===== src/nrt_pkg.sv =====
// nrt_pkg: shared types and codes of the rendezvous table
// used by nrt_front, nrt_back and nat_rendezvous_table_core
`default_nettype none
package nrt_pkg;
    localparam int NRT_TABLE_ENTRIES = 64;

    // command codes of the input channel
    localparam logic [2:0] CMD_REGISTER = 3'd0;
    localparam logic [2:0] CMD_QUERY    = 3'd2;
    localparam logic [2:0] CMD_LEAVE    = 3'd3;

    // reply kinds of the output channel
    localparam logic [1:0] KIND_ACK    = 2'd0;
    localparam logic [1:0] KIND_INFO   = 2'd1;
    localparam logic [1:0] KIND_NOTICE = 2'd2;
    localparam logic [1:0] KIND_FULL   = 2'd3;

    typedef enum logic [1:0] {
        OP_REG,
        OP_QUERY,
        OP_LEAVE
    } t_op;

    typedef struct packed {
        t_op         op;
        logic [15:0] own_sid;
        logic [15:0] peer_sid;
        logic [31:0] sender_ip;
        logic [15:0] sender_port;
        logic [31:0] local_ip;
        logic [15:0] local_port;
        logic [15:0] fwd_port;
        logic [31:0] peer_ip_in;
        logic [15:0] peer_port_in;
    } t_item;

    typedef struct packed {
        logic        valid;
        logic [15:0] sid;
        logic [31:0] mapped_ip;
        logic [15:0] mapped_port;
        logic [31:0] lan_ip;
        logic [15:0] lan_port;
        logic [15:0] fwd_port;
    } t_entry;

    typedef struct packed {
        logic [1:0]  reply_kind;
        logic [31:0] dest_ip;
        logic [15:0] dest_port;
        logic [15:0] own_sid;
        logic [15:0] peer_sid;
        logic [31:0] local_ip;
        logic [15:0] local_port;
        logic [15:0] fwd_port;
        logic [31:0] peer_ip;
        logic [15:0] peer_port;
        logic        last;
    } t_result;
endpackage
`default_nettype wire


===== src/nrt_front.sv =====
// nrt_front: accepts packets, drops commands without effect, queues the rest
// depends on nrt_pkg
`default_nettype none
module nrt_front
    import nrt_pkg::*;
(
    input  wire         i_clk,
    input  wire         i_rst_n,
    input  wire         i_hold,
    input  wire         i_valid,
    output logic        o_ready,
    input  wire  [2:0]  i_command,
    input  wire  [15:0] i_own_sid,
    input  wire  [15:0] i_peer_sid,
    input  wire  [31:0] i_sender_ip,
    input  wire  [15:0] i_sender_port,
    input  wire  [31:0] i_local_ip,
    input  wire  [15:0] i_local_port,
    input  wire  [15:0] i_fwd_port,
    input  wire  [31:0] i_peer_ip_in,
    input  wire  [15:0] i_peer_port_in,
    output logic        o_item_valid,
    output t_item       o_item,
    input  wire         i_item_ready
);
    t_item       r_q [2];
    logic        r_wp, r_rp;
    logic [1:0]  r_cnt;
    t_item       n_item;
    logic        keep, push, pop;

    // classify the command
    always_comb begin
        keep   = 1'b1;
        n_item = '{op: OP_REG, own_sid: i_own_sid, peer_sid: i_peer_sid,
                   sender_ip: i_sender_ip, sender_port: i_sender_port,
                   local_ip: i_local_ip, local_port: i_local_port,
                   fwd_port: i_fwd_port, peer_ip_in: i_peer_ip_in,
                   peer_port_in: i_peer_port_in};
        case (i_command)
            CMD_REGISTER: n_item.op = OP_REG;
            CMD_QUERY:    n_item.op = OP_QUERY;
            CMD_LEAVE:    n_item.op = OP_LEAVE;
            default:      keep = 1'b0;
        endcase
    end

    assign o_ready      = (r_cnt != 2'd2) && !i_hold;
    assign push         = i_valid && o_ready && keep;
    assign o_item_valid = (r_cnt != 2'd0);
    assign o_item       = r_q[r_rp];
    assign pop          = o_item_valid && i_item_ready;

    // two-entry queue toward the table engine
    always_ff @(posedge i_clk) begin
        if (push) begin
            r_q[r_wp] <= n_item;
        end
        if (!i_rst_n) begin
            r_wp  <= 1'b0;
            r_rp  <= 1'b0;
            r_cnt <= 2'd0;
        end else begin
            if (push) begin
                r_wp <= ~r_wp;
            end
            if (pop) begin
                r_rp <= ~r_rp;
            end
            r_cnt <= r_cnt + {1'b0, push} - {1'b0, pop};
        end
    end
endmodule
`default_nettype wire


===== config.mk =====
export PLATFORM = sky130hd
export DESIGN_NAME = nrt_front
export DESIGN_NICKNAME = d
export VERILOG_FILES = /design/src/nrt_pkg.sv /design/src/nrt_front.sv
export SDC_FILE = /design/constraint.sdc
export NUM_CORES = 1
export LEC_CHECK = 0
export BUFFER_PORTS_ARGS = -buffer_cell sky130_fd_sc_hd__buf_2
export CORE_UTILIZATION = 40
export DETAILED_ROUTE_END_ITERATION = 8
export PLACE_DENSITY = 0.64
export REMOVE_ABC_BUFFERS = 1
export SKIP_LAST_GASP = 1
export SYNTH_ARGS = -nofsm -noshare
export SYNTH_HDL_FRONTEND = slang
export SYNTH_SLANG_ARGS = --single-unit

===== constraint.sdc =====
create_clock -name i_clk -period 17.8 [get_ports i_clk]
set_input_delay 1.78 -clock i_clk [delete_from_list [all_inputs] [get_ports i_clk]]
set_output_delay 1.78 -clock i_clk [all_outputs]
set_load 0.03 [all_outputs]

==> summary.md <==
| Metric | Value |
|---|---|
| Setup TNS | 0 ns |
| Layout area overhead | 25.1% |
| Largest net degree at the start of global routing | 70 |
| Hold-fix buffers at CTS | 0 |
| Fin crit share | 30.9% |
| Footprint of the multi-input gates | 2900 um^2 |
| Routed len/inst | 18.9 um |
| Pins Over Slew Limit | 0 |
| EDFF count, synth | 388 |
| RSZ-0062 raised after global routing | false |
| Dpl cell area | 17,300 um^2 |
| Highest routed metal layer | met5 |
| Initial antenna violation count | 9 |
| Outcome | finished, final reports clean |
| Fillers | 3,066 |
| Buffers on Ports | 395 |
| Post-route cell area | 18,600 um^2 |
| Least-Margin Pin Slew | 0.956 ns |
| CTS tree | built |
| Fin crit period | 5.50 ns |
| Endpoints failing setup | 0 |
| CTS root buf | clkbuf_16 |
| Worst-case reg-to-reg path depth | 4 |
| Top post-synthesis cells by area | edfxtp_1 (78%), mux2_4 (14%), mux2_2 (4.1%), buf_6 (1.4%), dfxtp_1 (0.67%) |
| Hold depth | 2 |
| GRT Residual Overflow | 0 |
| Max Cap Viol | 0 |
| Crit path max fanout | 56 |
| Synth warn | 0 |
| Peak supply drop | 0.0976 mV |
| Crit. End Element | output port |
| Clock skew | 0.00599 ns |
| Hold Vio Cnt, Final | 0 |
| Fin nets | 1,262 |
| Vias | 7,318 |
| Worst setup SP type | register |
| #FFs+latches synth | 393 |
| Die ar. | 38,000 um^2 |
| Count of different cell masters after synthesis | 22 |
| Final Power | 2610 uW |
| Post-synth top flop | edfxtp_1 |
| Post-CTS Setup Inserts | 0 |
| Pre-antenna DRT Iters | 6 |
| Most used standard cell by instance count after synthesis | edfxtp_1 |
| I/O Pins | 396 |
| Worst r2r src | r_cnt[0] |
| CTS resizes | 0 |
| Count of antenna-violating nets left after detailed routing | 0 |
| Num CTS Buffers | 42 |
| Initial core utilization | 40.6% |
| Reg2reg end | r_q[1][31] |
| M1 wire length | 11.7 mm |
| Num rows | 70 |
| Detailed Place HPWL | 19.7 mm |
| Share of layout cells above drive strength 1 | 60.3% |
| Mean Syn Cell Area | 23.4 um^2 |
| Fmax | 182 MHz |
| Storage cell area | 11,800 um^2 |
| Post-synth top area share | 78.3% |
| WHS Endpoint | r_wp |
| Total GRT Usage | 15.3% |
| Total Wirelength | 29.6 mm |
| DRC viols | 0 |
| First-pass GRT wire length | 43.9 mm |
| Cell Area, Synth | 14,900 um^2 |
| Mapped Cells | 635 |
| Gpl congestion | 0.770 |
| R2R Setup Slk | 14.73 ns |
| Die Y | 195 um |
| Met3 WL | 2.52 mm |
| PD cells | 140 nW/um^2 |
| CTS clk-pin slew, worst paths | 0.06 ns |
| Total core area | 36,600 um^2 |
| Asr flop ratio synth | 0% |
| Clock sinks | 393 |
| H-tree levels | 2 |
| WP data required | 16.02 ns |
| Clk Latency, worst-skew pair | 0.54 ns |
| Vias in the first global route | 7,528 |
| Hold WC Path Type | reg -> reg |
| Die Wd | 195 um |
| Worst slew margin | 36.2% |
| DRT iter0 DRCs | 357 |
| Most frequent cells after synthesis | edfxtp_1 (388), mux2_4 (140), mux2_2 (54) |
| Yosys top cell by area | edfxtp_1 |
| Crit path DAT | 3.72 ns |
| Setup CP Type | reg -> out |
| Pleak | 0.00705 uW |
| Seq/Total Area, Yosys | 79.0% |
| Max Root-Sink Buffers | 3 |
| Hold_sp | r_wp |
| Vias per inst | 4.68 |
| Met2 Routed Length | 14.5 mm |
[power breakdown]
group          internal, uW  switching (uW)
Combinational           292             417
Sequential             1050            29.6
Clock                   488             333
Total                  1830             780
[cells by family after synthesis]
group                      Yosys count  synth area share [%]
AOI/OAI and AO/OA                    1                0.0505
xor gates and xnor gates             3                 0.177
adders and majority gates            2                 0.168
buffers and inverters               25                  1.61
DFF                                393                  79.0
muxes                              195                  18.3
and+or+nand+nor                     16                 0.748
[state kept, by name, summed over array words and instances (netlist names), named ones only]
signal	cells
r_q	388
r_wp	1
r_rp	1
r_cnt	2
[cells in the final DEF (no fill, tap or decap), types with 2 or more instances in the layout]
master     count
bufinv_16      2
and2_1         2
nor2b_1        3
dfxtp_1        4
ha_1           2
clkinv_1      11
clkbuf_16     45
mux2_4       140
buf_4          8
edfxtp_1     388
buf_2        395
clkbuf_1      10
mux2_2        54
inv_1          2
xnor2_1        3
nand2b_1       2
clkinv_2       6
diode_2        4
[how the worst max path moves through the flow]
stage | start | cells after the start | slack (ns) | to
after floorplan | i_command[2] | 4 | 6.72 | r_q[0][0]
after global placement | register | 4 | 12.80 | o_item[152]
after detailed placement | register | 4 | 12.79 | o_item[167]
after CTS | register | 4 | 12.19 | o_item[167]
after global routing | register | 4 | 12.07 | o_item[152]
final | register | 4 | 12.30 | o_item[167]
[area by class of cell]
cell class,count,share of cell area (%)
Clock buffer,55,6.25
Multi-Input combinational cell,217,15.6
Sequential cell,393,63.2
Inverter,3,0.0605
Clock inverter,21,0.793
Tap cell,468,3.15
Timing Repair Buffer,403,10.9
Antenna cell,4,0.0538
[critical path, cell delays in order (launching register included)]
cell	delay [ns]
dfxtp_4	0.86
buf_4	0.85
buf_4	0.80
mux2_2	0.41
buf_2	0.18
[per-layer routing]
| layer | up-vias | global-route usage (%) |
|---|---|---|
| met2 | 284 | 24.9 |
| met1 | 3582 | 18.0 |
| met5 | - | 0 |
| met4 | 8 | 7.06 |
| li1 | 3388 | - |
| met3 | 56 | 5.59 |
[per-stage QoR]
stage | setup WS [ns] | cells | util [%] | hold WS [ns]
global placement | 12.80 | 1484 | 47.2 | 0.500
floorplan | 6.72 | 613 | - | 0.451
global route | 12.07 | 1563 | 50.8 | 0.552
finish | 12.30 | 1564 | 50.8 | 0.529
CTS | 12.19 | 1560 | 50.8 | 0.535
detailed placement | 12.79 | 1484 | 47.2 | 0.528
No activity file was read; power rests on OpenSTA's default activity.
